File: config.mk
export PLATFORM = sky130hd
export DESIGN_NAME = pareto_archive_update
export DESIGN_NICKNAME = d
export VERILOG_FILES = /design/src/rtl/pau_pkg.sv /design/src/rtl/pareto_archive_update.sv /design/src/rtl/pau_mem.sv /design/src/rtl/pau_cmp.sv
export SDC_FILE = /design/constraint.sdc
export NUM_CORES = 1
export LEC_CHECK = 0
export ABC_AREA = 1
export BUFFER_PORTS_ARGS = -buffer_cell sky130_fd_sc_hd__buf_4
export CORE_ASPECT_RATIO = 0.5
export CORE_MARGIN = 2
export CORE_UTILIZATION = 30
export CTS_CLUSTER_SIZE = 40
export DETAILED_ROUTE_END_ITERATION = 10
export HOLD_SLACK_MARGIN = 0.03
export MAX_ROUTING_LAYER = met4
export PLACE_DENSITY = 0.49
export SLEW_MARGIN = 20
export SYNTH_ARGS = -nofsm -noshare
export SYNTH_HDL_FRONTEND = slang
export SYNTH_SLANG_ARGS = --single-unit
File: constraint.sdc
create_clock -name clk_i -period 6.4 [get_ports clk_i]
set_input_delay 1.28 -clock clk_i [delete_from_list [all_inputs] [get_ports clk_i]]
set_output_delay 1.28 -clock clk_i [all_outputs]
set_load 0.005 [all_outputs]
File: src/rtl/pau_pkg.sv
package pau_pkg;

  localparam int ARCHIVE_DEPTH_DEF = 32;
  localparam int SIZE_BITS_DEF     = 12;

  localparam int ERR_W    = 16;
  localparam int SIZE_W   = 12;
  localparam int IDX_W    = 5;
  localparam int OCNT_W   = 6;

  // slave tdata layout
  localparam int S_ERR_LSB  = 0;
  localparam int S_SIZE_LSB = S_ERR_LSB + ERR_W;
  localparam int S_IDX_LSB  = S_SIZE_LSB + SIZE_W;
  localparam int S_TDATA_W  = ((S_IDX_LSB + IDX_W + 7) / 8) * 8;

  // master tdata layout
  localparam int M_ACC_LSB   = 0;
  localparam int M_REM_LSB   = M_ACC_LSB + 1;
  localparam int M_CHG_LSB   = M_REM_LSB + OCNT_W;
  localparam int M_OVF_LSB   = M_CHG_LSB + 1;
  localparam int M_CNT_LSB   = M_OVF_LSB + 1;
  localparam int M_RVAL_LSB  = M_CNT_LSB + OCNT_W;
  localparam int M_RERR_LSB  = M_RVAL_LSB + 1;
  localparam int M_RSIZE_LSB = M_RERR_LSB + ERR_W;
  localparam int M_TDATA_W   = ((M_RSIZE_LSB + SIZE_W + 7) / 8) * 8;

  typedef enum logic {
    REQ_OFFER = 1'b0,
    REQ_READ  = 1'b1
  } pau_req_e;

  typedef enum logic [2:0] {
    ST_IDLE,
    ST_RD,
    ST_SCAN,
    ST_COMPACT,
    ST_FIN
  } pau_state_e;

  // eq: same point, rm: candidate beats entry, rej: entry equals or beats candidate
  typedef struct packed {
    logic eq;
    logic rm;
    logic rej;
  } pau_cmp_t;

endpackage

File: src/rtl/pareto_archive_update.sv
// channel  dir  tdata (lsb first)                                  tuser
// s_axis   in   cand_error, cand_size, read_index, zero pad         req_type
// m_axis   out  accepted, removed_count, archive_changed, overflow,  -
//               entry_count, read_valid, read_error, read_size, pad
//
// read: the archive memory is read in ST_RD and the result is registered in ST_FIN
// offer: straight to the finish step on an empty archive; otherwise a scan of the
//   entries, newest first, up to the rejecting one, then a compaction of the entries
//   above the rejecting one (or all if none rejects) when there are any, then the
//   finish step; the single read port of the archive memory feeds one compare
//   unit, first for the scan and then for the compaction
// one transaction at a time; s_axis_tready_o is high only when idle
// a finished result sits in the output register while the next one is taken;
//   the finish step waits while that register still holds an untaken result
// reset clears the entry count; the archive memory needs no clearing pass
module pareto_archive_update
  import pau_pkg::*;
#(
  parameter int ARCHIVE_DEPTH = ARCHIVE_DEPTH_DEF,
  parameter int SIZE_BITS     = SIZE_BITS_DEF
) (
  input  logic                 clk_i,
  input  logic                 rst_ni,
  input  logic                 s_axis_tvalid_i,
  output logic                 s_axis_tready_o,
  // cand_error, cand_size, read_index, zero pad
  input  logic [S_TDATA_W-1:0] s_axis_tdata_i,
  // req_type
  input  logic                 s_axis_tuser_i,
  output logic                 m_axis_tvalid_o,
  input  logic                 m_axis_tready_i,
  // accepted, removed_count, archive_changed, overflow, entry_count,
  // read_valid, read_error, read_size, zero pad
  output logic [M_TDATA_W-1:0] m_axis_tdata_o
);

  localparam int AW = $clog2(ARCHIVE_DEPTH);
  localparam int CW = $clog2(ARCHIVE_DEPTH + 1);
  localparam int XW = (CW > IDX_W) ? CW : IDX_W;
  localparam logic [CW-1:0] DEPTH_C = CW'(ARCHIVE_DEPTH);

  pau_state_e state_q, state_d;
  logic [CW-1:0]        cnt_q, cnt_d;
  logic                 iss_q, iss_d;
  logic                 pend_q, pend_d;
  logic                 stop_q, stop_d;
  logic                 m_valid_q, m_valid_d;
  logic [AW-1:0]        addr_q, addr_d;
  logic [AW-1:0]        idx_q, idx_d;
  logic [AW-1:0]        wr_q, wr_d;
  logic [CW-1:0]        rem_q, rem_d;
  pau_req_e             req_q, req_d;
  logic [ERR_W-1:0]     cerr_q, cerr_d;
  logic [SIZE_BITS-1:0] csize_q, csize_d;
  logic [IDX_W-1:0]     ridx_q, ridx_d;
  logic [M_TDATA_W-1:0] m_data_q, m_data_d;

  logic                 mem_we;
  logic [AW-1:0]        mem_waddr;
  logic [ERR_W-1:0]     mem_werr;
  logic [SIZE_BITS-1:0] mem_wsize;
  logic [ERR_W-1:0]     mem_rerr;
  logic [SIZE_BITS-1:0] mem_rsize;
  pau_cmp_t             cmp;

  logic [CW-1:0]        new_cnt;
  logic [CW-1:0]        begin_idx;
  logic                 fin_ok;
  logic                 is_offer;
  logic                 acc;
  logic                 ovf;
  logic                 chg;
  logic                 rvalid;
  logic [M_TDATA_W-1:0] out_pack;

  pau_mem #(
    .ARCHIVE_DEPTH(ARCHIVE_DEPTH),
    .SIZE_BITS    (SIZE_BITS)
  ) u_mem (
    .clk_i  (clk_i),
    .we_i   (mem_we),
    .waddr_i(mem_waddr),
    .werr_i (mem_werr),
    .wsize_i(mem_wsize),
    .raddr_i(addr_q),
    .rerr_o (mem_rerr),
    .rsize_o(mem_rsize)
  );

  pau_cmp #(
    .SIZE_BITS(SIZE_BITS)
  ) u_cmp (
    .cand_err_i (cerr_q),
    .cand_size_i(csize_q),
    .ent_err_i  (mem_rerr),
    .ent_size_i (mem_rsize),
    .res_o      (cmp)
  );

  assign new_cnt   = cnt_q - rem_q;
  assign is_offer  = (req_q == REQ_OFFER);
  assign acc       = is_offer && !stop_q && (new_cnt < DEPTH_C);
  assign ovf       = is_offer && !stop_q && (new_cnt >= DEPTH_C);
  assign chg       = acc || (rem_q != '0);
  assign rvalid    = !is_offer && (XW'(ridx_q) < XW'(cnt_q));
  assign fin_ok    = !m_valid_q || m_axis_tready_i;
  assign begin_idx = cmp.rej ? (CW'(idx_q) + CW'(1)) : '0;

  always_comb begin
    out_pack = '0;
    out_pack[M_ACC_LSB]                = acc;
    out_pack[M_REM_LSB +: OCNT_W]      = OCNT_W'(rem_q);
    out_pack[M_CHG_LSB]                = chg;
    out_pack[M_OVF_LSB]                = ovf;
    out_pack[M_CNT_LSB +: OCNT_W]      = OCNT_W'(new_cnt + CW'(acc));
    out_pack[M_RVAL_LSB]               = rvalid;
    out_pack[M_RERR_LSB +: ERR_W]      = rvalid ? mem_rerr : '0;
    out_pack[M_RSIZE_LSB +: SIZE_W]    = rvalid ? SIZE_W'(mem_rsize) : '0;
  end

  always_comb begin
    state_d   = state_q;
    cnt_d     = cnt_q;
    iss_d     = iss_q;
    pend_d    = pend_q;
    stop_d    = stop_q;
    m_valid_d = m_valid_q;
    addr_d    = addr_q;
    idx_d     = idx_q;
    wr_d      = wr_q;
    rem_d     = rem_q;
    req_d     = req_q;
    cerr_d    = cerr_q;
    csize_d   = csize_q;
    ridx_d    = ridx_q;
    m_data_d  = m_data_q;
    mem_we    = 1'b0;
    mem_waddr = wr_q;
    mem_werr  = mem_rerr;
    mem_wsize = mem_rsize;

    if (m_valid_q && m_axis_tready_i) begin
      m_valid_d = 1'b0;
    end

    unique case (state_q)
      ST_IDLE: begin
        if (s_axis_tvalid_i) begin
          req_d   = pau_req_e'(s_axis_tuser_i);
          cerr_d  = s_axis_tdata_i[S_ERR_LSB +: ERR_W];
          csize_d = SIZE_BITS'(s_axis_tdata_i[S_SIZE_LSB +: SIZE_W]);
          ridx_d  = s_axis_tdata_i[S_IDX_LSB +: IDX_W];
          rem_d   = '0;
          stop_d  = 1'b0;
          pend_d  = 1'b0;
          if (pau_req_e'(s_axis_tuser_i) == REQ_READ) begin
            addr_d  = AW'(s_axis_tdata_i[S_IDX_LSB +: IDX_W]);
            state_d = ST_RD;
          end else if (cnt_q == '0) begin
            state_d = ST_FIN;
          end else begin
            addr_d  = AW'(cnt_q - CW'(1));
            iss_d   = 1'b1;
            state_d = ST_SCAN;
          end
        end
      end
      ST_RD: begin
        state_d = ST_FIN;
      end
      ST_SCAN: begin
        pend_d = iss_q;
        idx_d  = addr_q;
        if (iss_q) begin
          if (addr_q == '0) begin
            iss_d = 1'b0;
          end else begin
            addr_d = addr_q - AW'(1);
          end
        end
        if (pend_q && (cmp.rej || (idx_q == '0))) begin
          stop_d = cmp.rej;
          pend_d = 1'b0;
          if (begin_idx >= cnt_q) begin
            iss_d   = 1'b0;
            state_d = ST_FIN;
          end else begin
            addr_d  = AW'(begin_idx);
            wr_d    = AW'(begin_idx);
            iss_d   = 1'b1;
            state_d = ST_COMPACT;
          end
        end
      end
      ST_COMPACT: begin
        pend_d = iss_q;
        if (iss_q) begin
          if (CW'(addr_q) == (cnt_q - CW'(1))) begin
            iss_d = 1'b0;
          end else begin
            addr_d = addr_q + AW'(1);
          end
        end
        if (pend_q) begin
          if (cmp.rm) begin
            rem_d = rem_q + CW'(1);
          end else begin
            mem_we    = 1'b1;
            mem_waddr = wr_q;
            wr_d      = wr_q + AW'(1);
          end
        end
        if (!iss_q) begin
          pend_d  = 1'b0;
          state_d = ST_FIN;
        end
      end
      ST_FIN: begin
        if (fin_ok) begin
          m_valid_d = 1'b1;
          m_data_d  = out_pack;
          cnt_d     = new_cnt + CW'(acc);
          if (acc) begin
            mem_we    = 1'b1;
            mem_waddr = AW'(new_cnt);
            mem_werr  = cerr_q;
            mem_wsize = csize_q;
          end
          state_d = ST_IDLE;
        end
      end
      default: begin
        state_d = ST_IDLE;
      end
    endcase
  end

  always_ff @(posedge clk_i or negedge rst_ni) begin
    if (!rst_ni) begin
      state_q   <= ST_IDLE;
      cnt_q     <= '0;
      iss_q     <= 1'b0;
      pend_q    <= 1'b0;
      stop_q    <= 1'b0;
      m_valid_q <= 1'b0;
    end else begin
      state_q   <= state_d;
      cnt_q     <= cnt_d;
      iss_q     <= iss_d;
      pend_q    <= pend_d;
      stop_q    <= stop_d;
      m_valid_q <= m_valid_d;
    end
  end

  always_ff @(posedge clk_i) begin
    addr_q   <= addr_d;
    idx_q    <= idx_d;
    wr_q     <= wr_d;
    rem_q    <= rem_d;
    req_q    <= req_d;
    cerr_q   <= cerr_d;
    csize_q  <= csize_d;
    ridx_q   <= ridx_d;
    m_data_q <= m_data_d;
  end

  assign s_axis_tready_o = (state_q == ST_IDLE);
  assign m_axis_tvalid_o = m_valid_q;
  assign m_axis_tdata_o  = m_data_q;

endmodule

File: src/rtl/pau_mem.sv
module pau_mem
  import pau_pkg::*;
#(
  parameter int ARCHIVE_DEPTH = ARCHIVE_DEPTH_DEF,
  parameter int SIZE_BITS     = SIZE_BITS_DEF,
  localparam int AW           = $clog2(ARCHIVE_DEPTH)
) (
  input  logic                 clk_i,
  input  logic                 we_i,
  input  logic [AW-1:0]        waddr_i,
  input  logic [ERR_W-1:0]     werr_i,
  input  logic [SIZE_BITS-1:0] wsize_i,
  input  logic [AW-1:0]        raddr_i,
  output logic [ERR_W-1:0]     rerr_o,
  output logic [SIZE_BITS-1:0] rsize_o
);

  logic [ERR_W-1:0]     err_mem  [ARCHIVE_DEPTH];
  logic [SIZE_BITS-1:0] size_mem [ARCHIVE_DEPTH];
  logic [ERR_W-1:0]     rerr_q;
  logic [SIZE_BITS-1:0] rsize_q;

  always_ff @(posedge clk_i) begin
    if (we_i) begin
      err_mem[waddr_i]  <= werr_i;
      size_mem[waddr_i] <= wsize_i;
    end
  end

  always_ff @(posedge clk_i) begin
    rerr_q  <= err_mem[raddr_i];
    rsize_q <= size_mem[raddr_i];
  end

  assign rerr_o  = rerr_q;
  assign rsize_o = rsize_q;

endmodule

File: src/rtl/pau_cmp.sv
module pau_cmp
  import pau_pkg::*;
#(
  parameter int SIZE_BITS = SIZE_BITS_DEF
) (
  input  logic [ERR_W-1:0]     cand_err_i,
  input  logic [SIZE_BITS-1:0] cand_size_i,
  input  logic [ERR_W-1:0]     ent_err_i,
  input  logic [SIZE_BITS-1:0] ent_size_i,
  output pau_cmp_t             res_o
);

  logic err_le;
  logic size_le;
  logic err_ge;
  logic size_ge;

  assign err_le  = cand_err_i <= ent_err_i;
  assign size_le = cand_size_i <= ent_size_i;
  assign err_ge  = cand_err_i >= ent_err_i;
  assign size_ge = cand_size_i >= ent_size_i;

  always_comb begin
    res_o.eq  = (cand_err_i == ent_err_i) && (cand_size_i == ent_size_i);
    res_o.rm  = !res_o.eq && err_le && size_le;
    res_o.rej = res_o.eq || (err_ge && size_ge);
  end

endmodule

# Yosys cells after proc, flatten, opt, wreduce, memory -nomap -nowiden
# Memories as Yosys holds them, arrays and structs flattened. A register that Yosys moved wholly into a read port is not among the register bits.
# Cells that the tools add are included.
[totals]
reg_bits = 112
latchBits = 0
mem_bits_rw = 896
romBits = 0
in_bits = 45
output_inout_bits = 50
word_cells = 153
memories = 2
[classes]
addsub = 8
n_mul = 0
n_div = 0
order_cmp = 8
n_eq_ne = 20
shift = 0
n_mux = 63
bitwise = 1
reduce_logical = 35
[mem_list]
columns = ["memory", "words", "word_bits", "rd", "rd_clocked_by_memory_dff", "write_ports", "line", "source"]
rows = [
  ["u_mem.err_mem", 32, 16, 1, 1, 1, "pau_mem.sv:18", "logic [ERR_W-1:0] err_mem [ARCHIVE_DEPTH];"],
  ["u_mem.size_mem", 32, 12, 1, 1, 1, "pau_mem.sv:19", "logic [SIZE_BITS-1:0] size_mem [ARCHIVE_DEPTH];"],
]
[op_table]
columns = ["op", "count"]
rows = [
  ["$mux W5", 16],
  ["$mux W16", 3],
  ["$mux W12", 3],
  ["$mux W6", 4],
  ["$ne A2 B2 Y1 const B", 12],
  ["$mux W1", 22],
  ["$mux W3", 7],
  ["$eq A16 B16 Y1", 1],
  ["$ge A16 B16 Y1", 1],
  ["$le A16 B16 Y1", 1],
  ["$pmux W3 S5", 1],
  ["$pmux W5 S3", 1],
  ["$eq A12 B12 Y1", 1],
  ["$ge A12 B12 Y1", 1],
  ["$le A12 B12 Y1", 1],
  ["$pmux W6 S2", 1],
  ["$reduce_and A4 Y1", 3],
  ["$add A5 B1 Y5 const B", 2],
  ["$logic_and A1 B1 Y1", 10],
  ["$logic_not A5 Y1", 2],
  ["$pmux W5 S2", 1],
  ["$reduce_and A5 Y1", 2],
  ["$add A5 B1 Y6 const B", 1],
  ["$add A6 B1 Y6", 1],
  ["other kinds (25)", 37],
]

# Depth between registers and ports, before layout
[logic_depth]
ltp_word = 10
mapped_depth = 27
mapped_depth_nobuf = 27

# By module
# Synthesis repeated with hierarchy kept, for this count alone.
[hier_totals]
cells_unflattened = 3836
hier_area_um2 = 44009.7
[by_module_without_submodules]
columns = ["module", "n_inst", "cells_each", "area_per_inst_um2", "seq_area_each_um2"]
rows = [
  ["pau_mem", 1, 3100, 37233.2, 27466.3],
  ["pareto_archive_update", 1, 595, 5915.7, 3298.2],
  ["pau_cmp", 1, 141, 860.8, 0.0],
]

# Worst setup path after synthesis
# No wires, ideal clock.
[synth_path]
path_type = "in2reg"
startpoint = "input m_axis_tready_i"
endpoint = "memory u_mem.err_mem[0][0], enable pin"
setup_time_ns = 0.413
t_arrival_ns = 3.490
required_time_ns = 5.987
slack_ns = 2.497
path_stages = 10
n_path_buf = 0
cell_sequence = "nor2_1 -> nor2_1 -> nand2_4 -> inv_6 -> nand2_1 -> o21ai_2 -> inv_1 -> nor2_4 -> nand2_4 -> nor2_1"
[synth_via]
elab_chain_cells = 5
word_cells_on_any_way = 7
cone_classes = "6 x mux; 1 x reduce/logical"
[synth_rtl]
columns = ["item", "line", "source"]
rows = [
  ["start, declared", "pareto_archive_update.sv:31", "input logic m_axis_tready_i,"],
  ["$logic_or A1 B1 Y1 *", "pareto_archive_update.sv:106", "assign fin_ok = !m_valid_q || m_axis_tready_i;"],
  ["$mux W1", "pareto_archive_update.sv:219", "if (fin_ok) begin"],
  ["$pmux W1 S2", "pareto_archive_update.sv:146", "unique case (state_q)"],
  ["$mux W1", "pau_mem.sv:24", "if (we_i) begin"],
  ["$mux W1 (implied by the code)", "pau_mem.sv:25", "err_mem[waddr_i] <= werr_i;"],
  ["end, declared", "pau_mem.sv:18", ""],
]
# Mark *: on every way between the ends. The rest lies on a longest branch, timed or not.

# Final worst setup path
[layout_path]
startpoint = "register rem_q[2]"
endpoint = "memory u_mem.size_mem[26][8] (netlist bit), enable pin"
[layout_via]
elab_chain_cells = 8
word_cells_on_any_way = 11
cone_classes = "1 x add/sub; 1 x order compare; 8 x mux; 1 x reduce/logical"
[layout_rtl]
columns = ["item", "line", "source"]
rows = [
  ["start, declared", "pareto_archive_update.sv:51", "logic [CW-1:0] rem_q, rem_d;"],
  ["start signal, assigned", "pareto_archive_update.sv:260", "rem_q <= rem_d;"],
  ["$sub A6 B6 Y6 *", "pareto_archive_update.sv:100", "assign new_cnt = cnt_q - rem_q;"],
  ["$lt A6 B6 Y1 *", "pareto_archive_update.sv:102", "assign acc = is_offer && !stop_q && (new_cnt < DEPTH_C);"],
  ["$logic_and A1 B1 Y1 *", "pareto_archive_update.sv:102", ""],
  ["net acc", "pareto_archive_update.sv:70", "logic acc;"],
  ["$mux W1", "pareto_archive_update.sv:223", "if (acc) begin"],
  ["$mux W1", "pareto_archive_update.sv:219", ""],
  ["$pmux W1 S2", "pareto_archive_update.sv:146", ""],
  ["$mux W1", "pau_mem.sv:24", ""],
  ["$mux W1 (implied by the code)", "pau_mem.sv:26", "size_mem[waddr_i] <= wsize_i;"],
  ["end, declared", "pau_mem.sv:19", ""],
]
# Mark *: on every way through the listed nets, which the timed path passes. The rest lies on a longest branch.

==> metrics list <==
- The floorplan has 96 rows.
- DRC viols: 0
- The region available for standard cell placement spans 137500 µm².
* Depth of the worst register-to-register path: 19
- Data required time at the worst endpoint: 6.79 ns
- Leakage power of the design: 16.02 nW
* First-pass GRT wire length: 177600 µm
- Pin count of the biggest net entering global routing: 141
- Avg Synthesized Cell Area: 12.84 µm²
- P per Cell Area: 498.3 nW/µm²
- Cell area after technology mapping: 41700 µm²
- Type of origin of the critical path: flip-flop
* Seq/Total Area, Yosys: 0.7377
* Routed via count: 26840
- Global-route track usage on met2: 0.2745
* Number of buffers inserted by port buffering: 83
* Count of distinct cell types in the synthesized netlist: 49
- Fraction of the cycle the final worst path needs: 0.7321
- Clk sinks: 1036
- In the routed layout, each cell is associated on average with a via count of 5.089.
- At the end of the flow, the number of nets in the layout was 3418.
- Once layout is done, the placed cells without fillers occupy 48760 µm².
* Final Wtd Congestion: 0.8089
- Max-cap violations in this run came to 0.
- Final critical-path required period: 4.686 ns
* Class of the most critical hold timing path: input port to asynchronous set/reset pin
- Final wirelength: 121700 µm
* Worst Setup Path Type: flip-flop to flip-flop
- Yosys printed 0 warnings.
- For this design, the CTS-stage hold fixing added 0 buffers.
* Maximum fanout along the worst path: 60
- For flop-to-flop paths, the worst setup slack is 1.71 ns.
- Setup Viol. Count Final: 0
- The area growth from synthesis to layout is 16.91%.
- Library cell used as clock root buffer: sky130_fd_sc_hd__clkbuf_16
- Clock edge transition at the registers on the reported setup and hold paths: 0.06 ns
- Actual slew at the worst max-slew pin: 1.159 ns
* Number of primary I/O pins: 95
* Highest attainable clock frequency: 213.4 MHz
- Cts bufs inserted: 102
- The number of antenna violations at the first check in global routing came to 2.
- Number of violations reported at the end of detailed-routing iteration 0: 2602
* Worst vdd rail ir drop: 0.0003349 V
- Global routing met1 resource utilization: 0.2371
- The run finished with clean final reports.
- Most frequent standard cell in the layout excluding fill and tap cells: sky130_fd_sc_hd__edfxtp_1
- In this run the critical register-to-register path is captured at u_mem.size_mem[26][8].
- Via count of the first global-routing pass: 26010
* Number of nets with antenna violations after routing: 0
- Seq cells post-synth: 1036
- Tracing the worst setup path back leads to its startpoint at rem_q[2].
- For met3 alone, demand over resource in global routing was 0.02587.
* Sort of element at the end of the critical path: flip-flop
- The clock tree synthesis step divided the H-tree into 3 levels.
* Post_cts resized: 0
- Post-detailed-placement half-perimeter wirelength: 70220 µm
- Hold timing on the final database bottoms out at a slack of 0.4345 ns.
- Post-CTS setup repair buffer count: 0
- Die X: 531.3 µm
- Adding up every negative setup slack in the final design gives 0 ns.
- The die covers 142200 µm².
- Commonest non-fill, non-tap cells in the layout: sky130_fd_sc_hd__edfxtp_1 (995), sky130_fd_sc_hd__nor2_1 (522), sky130_fd_sc_hd__o21ai_0 (502)
- Across every metal layer, demand over resource in global routing totals 0.1738.
* Max Clock Skew: 0.04676 ns
- The clock reaches the later pin of the worst-skew pair after 0.73 ns.
* Clock tree from TritonCTS: done
- Unrepaired setup endpoints after global routing: false
- In this run the cell area measured after placement is 45160 µm².
- First-pass iteration count of the detailed router: 5
- Normalized max-slew margin: 0.2246
- After global routing the overflow that remains totals 0.
- The die is 267.6 µm tall.
- Final max-slew violation count: 0
- Maximum clock path buffer count: 3
- Data arrives at the worst endpoint at 5.08 ns.
* Gr busiest metal: met2
- Ratio of cells with drive above 1 in the final layout: 0.1214
- Synthesized netlist cell count: 3249
- Startpoint of the lowest-slack register-to-register path: rem_q[2]
* Effective utilization at floorplan: 0.3032
- The number of failing hold endpoints at the final stage is 0.
- After detailed routing, the average wire length per cell comes to 23.08 µm.
==> sequential cells by signal, indices dropped and copies added, names as in the netlist, 3 cells and up <==
register and flops:
addr_q 5, cerr_q 16, cnt_q 6, csize_q 12, idx_q 5, m_axis_tdata_o 44
rem_q 6, ridx_q 5, state_q 3, u_mem.err_mem 512, u_mem.rerr_o 16, u_mem.rsize_o 12
u_mem.size_mem 384, wr_q 5
==> report_power, final <==
group	internal, mW	switching, mW	total, mW	leakage, nW
registers	8.97	0.226	9.20	9.37
clock network	3.61	2.69	6.30	1.68
logic	2.26	6.55	8.80	4.97
==> kinds of logic after synthesis <==
kind of cell / synth area share
fa+ha+maj: 0.01578
compound gates: 0.1154
simple gates: 0.09474
other cells: 0.00008992
flops: 0.7377
buf+inv: 0.03132
xor+xnor: 0.005010
==> critical path: stages (launching register included) <==
cell                       delay (ns)
sky130_fd_sc_hd__edfxtp_1        0.42
sky130_fd_sc_hd__inv_1           0.09
sky130_fd_sc_hd__ha_1            0.35
sky130_fd_sc_hd__a21oi_2         0.16
sky130_fd_sc_hd__nand2_1         0.06
sky130_fd_sc_hd__nand2_1         0.08
sky130_fd_sc_hd__nand2_1         0.07
sky130_fd_sc_hd__a21oi_2         0.16
sky130_fd_sc_hd__xnor2_2         0.16
sky130_fd_sc_hd__nand2_2         0.10
sky130_fd_sc_hd__inv_2           0.11
sky130_fd_sc_hd__nand2_4         0.12
sky130_fd_sc_hd__inv_6           0.51
sky130_fd_sc_hd__nand2_1         0.14
sky130_fd_sc_hd__o21ai_2         0.18
sky130_fd_sc_hd__inv_1           0.12
sky130_fd_sc_hd__nor2_4          0.15
sky130_fd_sc_hd__nand2_4         0.18
sky130_fd_sc_hd__nor2_4          0.78
sky130_fd_sc_hd__buf_4           0.34
==> how the worst max path moves through the flow <==
stage | endpoint | slack (ns)
2_1_floorplan | u_mem.err_mem[0][0] | 2.50
3_3_place_gp | u_mem.size_mem[28][8] | 1.69
3_5_place_dp | u_mem.size_mem[28][9] | 1.66
4_1_cts | u_mem.size_mem[28][10] | 1.64
5_1_grt | u_mem.size_mem[26][0] | 1.35
6_report | u_mem.size_mem[26][8] | 1.71
==> cell type report <==
class	count	area [µm²]
Multi-Input combinational cell	1878	10110
Timing Repair Buffer	170	1536
Tap cell	1862	2330
Sequential cell	1036	30760
Inverter	133	516.7
Clock buffer	124	2676
Fill cell	13260	88770
Clock inverter	70	820.8
Antenna cell	1	2.502
==> metrics by stage <==
step | instances | util | setup slack [ns] | power (mW)
2_1_floorplan | 3252 | - | 2.497 | 14.43
3_3_place_gp | 5067 | 0.3271 | 1.690 | 18.03
3_5_place_dp | 5075 | 0.3283 | 1.664 | 18.13
4_1_cts | 5269 | 0.3538 | 1.635 | 24.41
5_1_grt | 5273 | 0.3545 | 1.354 | 25.51
6_report | 5274 | 0.3545 | 1.714 | 24.30
==> metal layers <==
layer,share of wire,wire [µm],up-vias
met4,0.020,2451,0
met5,0,0,-
met3,0.049,5999,131
met2,0.47,57220,698
li1,-,-,12130
met1,0.46,56080,13880
==> Yosys cell counts, drive strengths merged <==
| library cell | number | area, µm² |
|---|---|---|
| a211oi | 2 | 15.01 |
| a21o | 4 | 30.03 |
| a21oi | 18 | 101.4 |
| a22o | 1 | 8.760 |
| a22oi | 1 | 7.510 |
| a31oi | 1 | 21.27 |
| and3 | 1 | 6.260 |
| buf | 27 | 133.9 |
| clkbuf | 178 | 668.1 |
| clkinv | 3 | 11.26 |
| conb | 1 | 3.750 |
| dfrtp | 13 | 325.3 |
| dfxtp | 28 | 560.5 |
| edfxtp | 995 | 29880 |
| fa | 1 | 20.02 |
| ha | 51 | 638.1 |
| inv | 130 | 493.0 |
| nand2 | 262 | 1021 |
| nand3 | 90 | 450.4 |
| nand3b | 1 | 7.510 |
| nand4 | 45 | 281.5 |
| nor2 | 561 | 2121 |
| nor3 | 9 | 45.04 |
| nor4 | 1 | 6.260 |
| o2111ai | 3 | 26.28 |
| o211ai | 32 | 240.2 |
| o21a | 1 | 7.510 |
| o21ai | 535 | 2704 |
| o21bai | 1 | 7.510 |
| o221ai | 84 | 735.7 |
| o22ai | 140 | 875.8 |
| o311ai | 1 | 8.760 |
| o31ai | 3 | 22.52 |
| or2 | 2 | 12.52 |
| xnor2 | 10 | 95.10 |
| xor2 | 13 | 113.9 |
Power figures use the tool's default switching activity.
